**config.mk**
```make
export PLATFORM = sky130hd
export DESIGN_NAME = kmeans_palette_refiner_unit
export DESIGN_NICKNAME = d
export VERILOG_FILES = /design/src/rtl/kpr_pkg.sv /design/src/rtl/kpr_front.sv /design/src/rtl/kpr_divider.sv /design/src/rtl/kpr_back.sv /design/src/rtl/kmeans_palette_refiner_unit.sv
export SDC_FILE = /design/constraint.sdc
export NUM_CORES = 2
export LEC_CHECK = 0
export CORE_MARGIN = 2
export CORE_UTILIZATION = 62
export CTS_CLUSTER_SIZE = 10
export DETAILED_ROUTE_END_ITERATION = 12
export DONT_BUFFER_PORTS = 1
export PLACE_DENSITY = 0.78
export SLEW_MARGIN = 10
export SYNTH_ARGS = -nofsm -noshare
export SYNTH_HDL_FRONTEND = slang
export SYNTH_SLANG_ARGS = --single-unit
```
**constraint.sdc**
```tcl
create_clock -name clk -period 13.89 [get_ports clk]
set_input_delay 2.778 -clock clk [delete_from_list [all_inputs] [get_ports clk]]
set_output_delay 2.778 -clock clk [all_outputs]
set_load 0.05 [all_outputs]
```
**src/rtl/kpr_pkg.sv**
```systemverilog
// ----------------------------------------------------------------------------
// kpr_pkg
// Shared types and constants for the palette refiner.
// ----------------------------------------------------------------------------
package kpr_pkg;
  localparam int PALETTE_SIZE = 16;
  localparam int COUNT_BITS   = 24;
  localparam int IDX_BITS     = $clog2(PALETTE_SIZE);
  localparam int SUM_BITS     = 32;
  localparam int QDEPTH       = 4;
  localparam int QPTR_BITS    = $clog2(QDEPTH);

  localparam logic [1:0] KIND_LOAD   = 2'd0;
  localparam logic [1:0] KIND_PIXEL  = 2'd1;
  localparam logic [1:0] KIND_END    = 2'd2;
  localparam logic [1:0] KIND_UNUSED = 2'd3;

  localparam logic [4:0] PCOUNT_RESET = 5'd10;
  localparam logic [7:0] TOL_RESET    = 8'd2;

  localparam logic REG_PCOUNT = 1'b0;
  localparam logic REG_TOL    = 1'b1;

  // Entry handed from the front to the back.
  typedef struct packed {
    logic [1:0] kind;
    logic [3:0] entry_index;
    logic [7:0] red;
    logic [7:0] green;
    logic [7:0] blue;
  } item_t;

  typedef enum logic [2:0] {
    ST_IDLE, ST_SCAN, ST_PIX, ST_DIV, ST_EMIT
  } state_t;
endpackage

```
**src/rtl/kpr_front.sv**
```systemverilog
// ----------------------------------------------------------------------------
// kpr_front
// Input acceptance and a short queue of items toward the back end.
// ----------------------------------------------------------------------------
module kpr_front (
  input  logic            clk,
  input  logic            rst,
  input  logic            valid,
  output logic            ready,
  input  kpr_pkg::item_t  in_item,
  output logic            q_valid,
  input  logic            q_pop,
  output kpr_pkg::item_t  q_item
);
  import kpr_pkg::*;

  item_t               mem [QDEPTH];
  logic [QPTR_BITS-1:0] wptr;
  logic [QPTR_BITS-1:0] rptr;
  logic [QPTR_BITS:0]   fill;
  logic                 push;
  logic                 drop;

  // kind 3 is dropped here; it causes nothing
  assign drop    = (in_item.kind != KIND_LOAD) && (in_item.kind != KIND_PIXEL) &&
                   (in_item.kind != KIND_END);
  assign ready   = (fill != (QPTR_BITS+1)'(QDEPTH));
  assign push    = valid && ready && !drop;
  assign q_valid = (fill != '0);
  assign q_item  = mem[rptr];

  always_ff @(posedge clk) begin
    if (push) mem[wptr] <= in_item;
  end

  always_ff @(posedge clk) begin
    if (rst) begin
      wptr <= '0;
      rptr <= '0;
      fill <= '0;
    end else begin
      if (push) wptr <= wptr + 1'b1;
      if (q_pop) rptr <= rptr + 1'b1;
      fill <= fill + (QPTR_BITS+1)'(push) - (QPTR_BITS+1)'(q_pop);
    end
  end
endmodule

```
**src/rtl/kpr_divider.sv**
```systemverilog
// ----------------------------------------------------------------------------
// kpr_divider
// Restoring divider, one quotient bit per cycle, quotient clamped to 255.
// ----------------------------------------------------------------------------
module kpr_divider (
  input  logic                         clk,
  input  logic                         rst,
  input  logic                         start,
  input  logic [kpr_pkg::SUM_BITS-1:0]   dividend,
  input  logic [kpr_pkg::COUNT_BITS-1:0] divisor,
  output logic                         done,
  output logic [7:0]                   quot
);
  import kpr_pkg::*;

  localparam int CBITS = $clog2(SUM_BITS + 1);

  logic [SUM_BITS-1:0]   q;
  logic [COUNT_BITS:0]   rem;
  logic [COUNT_BITS-1:0] dvs;
  logic [CBITS-1:0]      cnt;
  logic                  busy;
  logic [COUNT_BITS:0]   trial;

  assign trial = {rem[COUNT_BITS-1:0], q[SUM_BITS-1]};
  assign quot  = (q > SUM_BITS'(255)) ? 8'd255 : q[7:0];

  always_ff @(posedge clk) begin
    if (rst) begin
      busy <= 1'b0;
      done <= 1'b0;
    end else begin
      done <= 1'b0;
      if (start) begin
        busy <= 1'b1;
        cnt  <= CBITS'(SUM_BITS);
        q    <= dividend;
        rem  <= '0;
        dvs  <= divisor;
      end else if (busy) begin
        // shift one dividend bit into the remainder
        if (trial >= {1'b0, dvs}) begin
          rem <= trial - {1'b0, dvs};
          q   <= {q[SUM_BITS-2:0], 1'b1};
        end else begin
          rem <= trial;
          q   <= {q[SUM_BITS-2:0], 1'b0};
        end
        cnt <= cnt - 1'b1;
        if (cnt == CBITS'(1)) begin
          busy <= 1'b0;
          done <= 1'b1;
        end
      end
    end
  end
endmodule

```
**src/rtl/kpr_back.sv**
```systemverilog
// ----------------------------------------------------------------------------
// kpr_back
// Palette search, accumulation and end-of-pass update sequencer.
// ----------------------------------------------------------------------------
module kpr_back (
  input  logic            clk,
  input  logic            rst,
  input  logic            q_valid,
  output logic            q_pop,
  input  kpr_pkg::item_t  q_item,
  input  logic [4:0]      palette_count,
  input  logic [7:0]      tolerance,
  output logic            out_valid,
  input  logic            out_ready,
  output logic [3:0]      result_index,
  output logic [7:0]      red_out,
  output logic [7:0]      green_out,
  output logic [7:0]      blue_out,
  output logic            converged,
  output logic            overflow,
  output logic            last
);
  import kpr_pkg::*;

  logic [23:0]           pal  [PALETTE_SIZE];
  logic [SUM_BITS-1:0]   sums [PALETTE_SIZE][3];
  logic [COUNT_BITS-1:0] cnts [PALETTE_SIZE];
  logic                  ovf_seen;

  state_t                state, state_next;
  logic [IDX_BITS-1:0]   ptr;
  logic [IDX_BITS-1:0]   best;
  logic [9:0]            bestd;
  logic [IDX_BITS:0]     nact;
  logic [1:0]            ch;
  logic                  conv;
  logic [7:0]            nv [3];
  item_t                 cur;

  logic                  div_start, div_done, div_busy;
  logic [7:0]            div_q;
  logic [SUM_BITS-1:0]   div_a;

  // active entry count, clamped
  always_comb begin
    priority if (palette_count == 5'd0) nact = (IDX_BITS+1)'(1);
    else if (32'(palette_count) > PALETTE_SIZE) nact = (IDX_BITS+1)'(PALETTE_SIZE);
    else nact = (IDX_BITS+1)'(palette_count);
  end

  // distance from current pixel to entry at ptr
  logic [9:0] pix_dist;
  logic [7:0] pr, pg, pb;
  assign pr = pal[ptr][23:16];
  assign pg = pal[ptr][15:8];
  assign pb = pal[ptr][7:0];
  always_comb begin
    pix_dist = 10'((cur.red   > pr) ? cur.red   - pr : pr - cur.red)
             + 10'((cur.green > pg) ? cur.green - pg : pg - cur.green)
             + 10'((cur.blue  > pb) ? cur.blue  - pb : pb - cur.blue);
  end

  logic last_ptr;
  assign last_ptr = ({1'b0, ptr} + (IDX_BITS+1)'(1)) == nact;

  // saturation check for the chosen entry
  logic sat;
  always_comb begin
    sat = (cnts[best] == {COUNT_BITS{1'b1}})
       || ({1'b0, sums[best][0]} + (SUM_BITS+1)'(cur.red)) > {1'b0, {SUM_BITS{1'b1}}}
       || ({1'b0, sums[best][1]} + (SUM_BITS+1)'(cur.green)) > {1'b0, {SUM_BITS{1'b1}}}
       || ({1'b0, sums[best][2]} + (SUM_BITS+1)'(cur.blue)) > {1'b0, {SUM_BITS{1'b1}}};
  end

  logic empty_c;
  assign empty_c = (cnts[ptr] == '0);
  logic [7:0] oldc;
  always_comb begin
    unique case (ch)
      2'd0:    oldc = pr;
      2'd1:    oldc = pg;
      default: oldc = pb;
    endcase
  end
  logic [7:0] cdiff;
  assign cdiff = (div_q > oldc) ? div_q - oldc : oldc - div_q;

  // kick one channel divide when the entry has pixels and no divide is running
  assign div_start = (state == ST_DIV) && !empty_c && !div_busy;
  assign div_a     = sums[ptr][ch];

  // next state
  always_comb begin
    state_next = state;
    q_pop      = 1'b0;
    unique case (state)
      ST_IDLE: if (q_valid) begin
        q_pop = 1'b1;
        if (q_item.kind == KIND_PIXEL) state_next = ST_SCAN;
        else if (q_item.kind == KIND_END) state_next = ST_DIV;
      end
      ST_SCAN: if (last_ptr) state_next = ST_PIX;
      ST_PIX:  state_next = ST_EMIT;
      ST_DIV: begin
        if (empty_c) state_next = ST_EMIT;
        else if (div_busy && div_done && ch == 2'd2) state_next = ST_EMIT;
      end
      ST_EMIT: if (out_ready) begin
        if (cur.kind == KIND_PIXEL || last) state_next = ST_IDLE;
        else state_next = ST_DIV;
      end
      default: state_next = ST_IDLE;
    endcase
  end

  kpr_divider u_div (
    .clk(clk), .rst(rst), .start(div_start),
    .dividend(div_a), .divisor(cnts[ptr]), .done(div_done), .quot(div_q)
  );

  always_ff @(posedge clk) begin
    if (rst) begin
      state    <= ST_IDLE;
      out_valid <= 1'b0;
      ovf_seen <= 1'b0;
      div_busy <= 1'b0;
      for (int i = 0; i < PALETTE_SIZE; i++) begin
        pal[i]  <= '0;
        cnts[i] <= '0;
        for (int c = 0; c < 3; c++) sums[i][c] <= '0;
      end
    end else begin
      state <= state_next;
      unique case (state)
        ST_IDLE: if (q_valid) begin
          cur   <= q_item;
          ptr   <= '0;
          best  <= '0;
          bestd <= '1;
          ch    <= '0;
          conv  <= 1'b1;
          div_busy <= 1'b0;
          if (q_item.kind == KIND_LOAD &&
              32'(q_item.entry_index) < PALETTE_SIZE)
            pal[q_item.entry_index[IDX_BITS-1:0]] <=
              {q_item.red, q_item.green, q_item.blue};
        end
        ST_SCAN: begin
          if (pix_dist < bestd) begin
            bestd <= pix_dist;
            best  <= ptr;
          end
          if (!last_ptr) ptr <= ptr + 1'b1;
        end
        ST_PIX: begin
          if (sat) ovf_seen <= 1'b1;
          else begin
            cnts[best]    <= cnts[best] + 1'b1;
            sums[best][0] <= sums[best][0] + SUM_BITS'(cur.red);
            sums[best][1] <= sums[best][1] + SUM_BITS'(cur.green);
            sums[best][2] <= sums[best][2] + SUM_BITS'(cur.blue);
          end
          result_index <= 4'(best);
          {red_out, green_out, blue_out} <= pal[best];
          converged <= 1'b0;
          overflow  <= ovf_seen | sat;
          last      <= 1'b1;
          out_valid <= 1'b1;
        end
        ST_DIV: begin
          if (empty_c) begin
            result_index <= 4'(ptr);
            {red_out, green_out, blue_out} <= pal[ptr];
            converged <= last_ptr & conv;
            overflow  <= ovf_seen;
            last      <= last_ptr;
            out_valid <= 1'b1;
          end else if (!div_busy) begin
            div_busy <= 1'b1;
          end else if (div_done) begin
            div_busy <= 1'b0;
            nv[ch] <= div_q;
            if (cdiff > tolerance) conv <= 1'b0;
            if (ch == 2'd2) begin
              pal[ptr] <= {nv[0], nv[1], div_q};
              result_index <= 4'(ptr);
              {red_out, green_out, blue_out} <= {nv[0], nv[1], div_q};
              converged <= last_ptr & conv & !(cdiff > tolerance);
              overflow  <= ovf_seen;
              last      <= last_ptr;
              out_valid <= 1'b1;
              ch        <= '0;
            end else ch <= ch + 1'b1;
          end
        end
        ST_EMIT: if (out_ready) begin
          out_valid <= 1'b0;
          if (cur.kind == KIND_END) begin
            if (last) begin
              ovf_seen <= 1'b0;
              for (int i = 0; i < PALETTE_SIZE; i++) begin
                cnts[i] <= '0;
                for (int c = 0; c < 3; c++) sums[i][c] <= '0;
              end
            end else ptr <= ptr + 1'b1;
          end
        end
        default: ;
      endcase
    end
  end
endmodule

```
**src/rtl/kmeans_palette_refiner_unit.sv**
```systemverilog
// ----------------------------------------------------------------------------
// kmeans_palette_refiner_unit
// K-means palette refinement with L1 distance, APB configuration.
// ----------------------------------------------------------------------------
// Pixel: queue pop, entry scan loop over the active entries, accumulate, result;
// the next item is popped only after the result is taken. End of pass: three
// channel divides per non-empty entry, none for an empty one. Load: palette write.
// Input queue of four beats decouples intake from the back end.
// Reset (synchronous): palette and accumulators cleared, count 10, tolerance 2.
module kmeans_palette_refiner_unit (
  input  logic        clk,
  input  logic        rst,
  input  logic        psel,
  input  logic        penable,
  input  logic        pwrite,
  input  logic [2:0]  paddr,
  input  logic [31:0] pwdata,
  output logic [31:0] prdata,
  output logic        pready,
  input  logic        valid,
  output logic        ready,
  input  logic [1:0]  kind,
  input  logic [3:0]  entry_index,
  input  logic [7:0]  red,
  input  logic [7:0]  green,
  input  logic [7:0]  blue,
  output logic        out_valid,
  input  logic        out_ready,
  output logic [3:0]  result_index,
  output logic [7:0]  red_out,
  output logic [7:0]  green_out,
  output logic [7:0]  blue_out,
  output logic        converged,
  output logic        overflow,
  output logic        last
);
  import kpr_pkg::*;

  logic [4:0] palette_count;
  logic [7:0] tolerance;
  item_t      in_item, q_item;
  logic       q_valid, q_pop;

  assign pready = 1'b1;

  // configuration registers
  always_ff @(posedge clk) begin
    if (rst) begin
      palette_count <= PCOUNT_RESET;
      tolerance     <= TOL_RESET;
    end else if (psel && penable && pwrite && paddr[1:0] == 2'b00 && paddr[2] == 1'b0) begin
      if (paddr[2] == REG_PCOUNT) palette_count <= pwdata[4:0];
    end else if (psel && penable && pwrite && paddr[1:0] == 2'b00) begin
      if (paddr[2] == REG_TOL) tolerance <= pwdata[7:0];
    end
  end

  always_comb begin
    priority if (paddr[2] == REG_PCOUNT) prdata = {27'd0, palette_count};
    else prdata = {24'd0, tolerance};
  end

  assign in_item = '{kind: kind, entry_index: entry_index, red: red,
                     green: green, blue: blue};

  kpr_front u_front (
    .clk(clk), .rst(rst), .valid(valid), .ready(ready), .in_item(in_item),
    .q_valid(q_valid), .q_pop(q_pop), .q_item(q_item)
  );

  kpr_back u_back (
    .clk(clk), .rst(rst), .q_valid(q_valid), .q_pop(q_pop), .q_item(q_item),
    .palette_count(palette_count), .tolerance(tolerance),
    .out_valid(out_valid), .out_ready(out_ready), .result_index(result_index),
    .red_out(red_out), .green_out(green_out), .blue_out(blue_out),
    .converged(converged), .overflow(overflow), .last(last)
  );
endmodule

```
==> metrics <==
status=finished clean; required time of the critical path=14,450 ps; largest net degree at the start of global routing=152; Hold WS=474 ps; WHS Path Cells=2; Via-to-Cell Ratio=7.53; LEAKAGE=49.8 nW; Final min period=9970 ps; Reg clk slew, reported paths=60 ps; post-synth top area share=0.412; Crit-path slowest cell=a21oi_1; Reg2Reg Setup Slack=3920 ps; Main synth FF type=edfxtp_1; Port Buffers=0; core area=0.219 sq mm; row count=172; R2R depth=26; post-route cell area=0.146 sq mm; Max VDD drop=740 uV; Die W=473 um; Initial Util=0.622; Post-synth ARST share=0; Hold Path Class=flip-flop to flip-flop; crit path DAT=10,530 ps; Cells after Synth=10,300; FF-to-FF End=u_back.bestd[0]; fill cell count=14,800; synth top area cells=edfxtp_1 (41%), mux4_2 (23%), dfxtp_1 (11%), nor2_1 (4.8%), o21ai_0 (2.9%); Crit path largest cell delay=880 ps; #FFs+latches synth=2,642; Total Nets Final=10,100; DRT iter0 DRCs=16,700; dpl ws=4120 ps; CTS tree=done; die area=0.224 sq mm; setup_tns=0 ps; area leader, netlist=edfxtp_1; f_max=0.100 GHz; register area share after synthesis=0.525; share of cells above drive strength 1=0.215; first-pass GRT wire length=637,000 um; CTS sink cnt=2,642; total CTS buffers=319; Buf/Inv on CP=3; fin util=0.669; Post-synth EDFFs=1,868; instance count on the critical path=26; die height=473 um; Ys Warns=0; hold path startpoint=u_back.u_div.busy; Slew Limit Fails=0; crit path launch type=flip-flop; Slew @ Worst Pin=1360 ps; final period utilization=0.718; Clock Tree Buf Depth=4; Post-Syn Area=0.136 sq mm; setup ws final=3920 ps; fin cells=13,000; Syn Area/Cell=13.2 sq um; CTS Hold Buffers Added=0; Final HPWL DP=249,000 um; DRC viols=0; setup bufs post-CTS=0; cell area power density=228 mW/mm^2; Routed Antenna Nets=0; grt total ovfl=0; maximum fanout along the worst path=41; initial antenna violation count=13; Synth-to-Final Area Change=7.49%; worst-skew pair later-pin latency=990 ps; Resized cells post-CTS=0; Worst Skew=67.1 ps; vias post-DR=97,800; placed cell areas=0.137 sq mm; Worst setup endpoint=u_back.bestd[0]; cell total after placement=12,500; RD Place Congestion=0.955; Total Power=33.4 mW; slew margin rel.=0.0897; final wirelength=438,000 um; H-tree depth=5; most common cell type on the critical path=a21oi_1; classification of the worst setup path=flip-flop to flip-flop; clk root buf=clkbuf_16; vias in the first global route=98,500; Largest delay share family, worst path=compound AO/OA/AOI/OAI gates; final hold vios=0; Netlist cell types=99; routed length per placed instance=33.7 um; Tot GR Track Use=0.390; RSZ-0062 raised after global routing=no; final setup violation count=0; DRT Pass-1 Iters=6; io pins=138; Max-Cap Viols=0; Crit. End Element=flip-flop
==> layer usage <==
layer  up-vias  track usage  share of wire
met2      9105        0.577           0.44
met4        10        0.237          0.072
met5         -       0.0117        0.00058
met3      2014        0.135           0.17
li1      38400            -              -
met1     48300        0.497           0.32
==> tightest hold or removal path: cells and delay by family (launching register included) <==
family,cells,cell delay (ps)
and+or+nand+nor,1,60
DFF,1,320
AOI/OAI and AO/OA,1,50
==> sequential cells by signal, indices dropped and copies added, names as in the netlist, 24 cells and up, named ones only <==
signal,cells
u_back.pal,384
u_back.u_div.q,32
u_back.u_div.dvs,24
u_front.mem,120
u_back.u_div.rem,24
u_back.sums,1536
u_back.cur,26
u_back.cnts,384
==> synth_stat cells, types with 29 or more instances <==
| master | count |
|---|---|
| edfxtp_1 | 1868 |
| buf_6 | 49 |
| nand2_1 | 312 |
| a21o_1 | 33 |
| buf_1 | 132 |
| nand2b_1 | 36 |
| dfxtp_1 | 774 |
| o21ai_0 | 801 |
| o21ai_1 | 40 |
| or2_2 | 61 |
| buf_2 | 324 |
| and3_1 | 34 |
| nand4_1 | 37 |
| a21oi_1 | 132 |
| mux2i_1 | 145 |
| xnor2_1 | 83 |
| o21a_1 | 32 |
| clkbuf_1 | 363 |
| nand3_1 | 786 |
| or2_0 | 29 |
| inv_1 | 203 |
| mux2_2 | 37 |
| xor2_1 | 86 |
| nor2b_1 | 44 |
| ha_1 | 149 |
| nor2_1 | 1747 |
| mux4_2 | 1374 |
| buf_4 | 104 |
| a22oi_1 | 59 |
| nor3_1 | 55 |
==> kinds of logic (layout without fill, tap and decap cells) <==
family,Yosys count,count (layout),synth area share
xor+xnor,171,171,0.0111
fa+ha+maj,172,172,0.0171
compound gates,1302,1302,0.0555
other cells,2,32,0.0000551
flops,2642,2642,0.525
simple gates,3261,3261,0.106
mux,1580,1580,0.243
buf+inv,1190,955,0.0420
==> worst min path at each step <==
| stage | to | slack, ps |
|---|---|---|
| 6_report | u_back.u_div.busy | 470 |
| 5_1_grt | u_back.sums[9][94] | 500 |
| 4_1_cts | u_back.u_div.busy | 470 |
| 3_5_place_dp | u_back.u_div.busy | 460 |
| 3_3_place_gp | u_back.ovf_seen | 440 |
| 2_1_floorplan | u_back.ovf_seen | 430 |
==> where the power goes <==
part	total, mW	switching [mW]	leakage [nW]	internal [mW]
Sequential	9.52	0.510	25.1	9.01
Combinational	16.4	10.0	20.4	6.31
Clock	7.56	3.17	4.35	4.38
Total	33.4	13.7	49.8	19.7
==> cell type report <==
cell class / instances / area (sq um) / area share
Antenna cell: 7 / 17.5 / 0.000120
Clock buffer: 513 / 8910 / 0.0608
Clock inverter: 12 / 155 / 0.00106
Inverter: 209 / 795 / 0.00542
Multi-Input combinational cell: 6511 / 59400 / 0.406
Sequential cell: 2642 / 71600 / 0.489
Tap cell: 2871 / 3590 / 0.0245
Timing Repair Buffer: 221 / 1960 / 0.0134
==> cell usage in the layout (no fill, tap or decap), types with 24 or more instances in the layout <==
| cell type | netlist | routed |
|---|---|---|
| a21o_1 | 33 | 33 |
| a21oi_1 | 132 | 132 |
| a22oi_1 | 59 | 59 |
| a31oi_1 | 25 | 25 |
| and2_1 | 26 | 26 |
| and3_1 | 34 | 33 |
| buf_12 | 3 | 24 |
| buf_4 | 104 | 196 |
| clkbuf_1 | 363 | 181 |
| clkbuf_16 | 0 | 325 |
| conb_1 | 2 | 25 |
| dfxtp_1 | 774 | 765 |
| edfxtp_1 | 1868 | 1868 |
| ha_1 | 149 | 149 |
| inv_1 | 203 | 199 |
| mux2_2 | 37 | 37 |
| mux2i_1 | 145 | 145 |
| mux2i_2 | 24 | 24 |
| mux4_2 | 1374 | 1374 |
| nand2_1 | 312 | 294 |
| nand2b_1 | 36 | 36 |
| nand3_1 | 786 | 777 |
| nand4_1 | 37 | 37 |
| nor2_1 | 1747 | 1741 |
| nor2b_1 | 44 | 41 |
| nor3_1 | 55 | 52 |
| o21a_1 | 32 | 32 |
| o21ai_0 | 801 | 801 |
| o21ai_1 | 40 | 40 |
| or2_0 | 29 | 29 |
| or2_2 | 61 | 62 |
| xnor2_1 | 83 | 76 |
| xor2_1 | 86 | 83 |
Power figures use the tool's default switching activity.
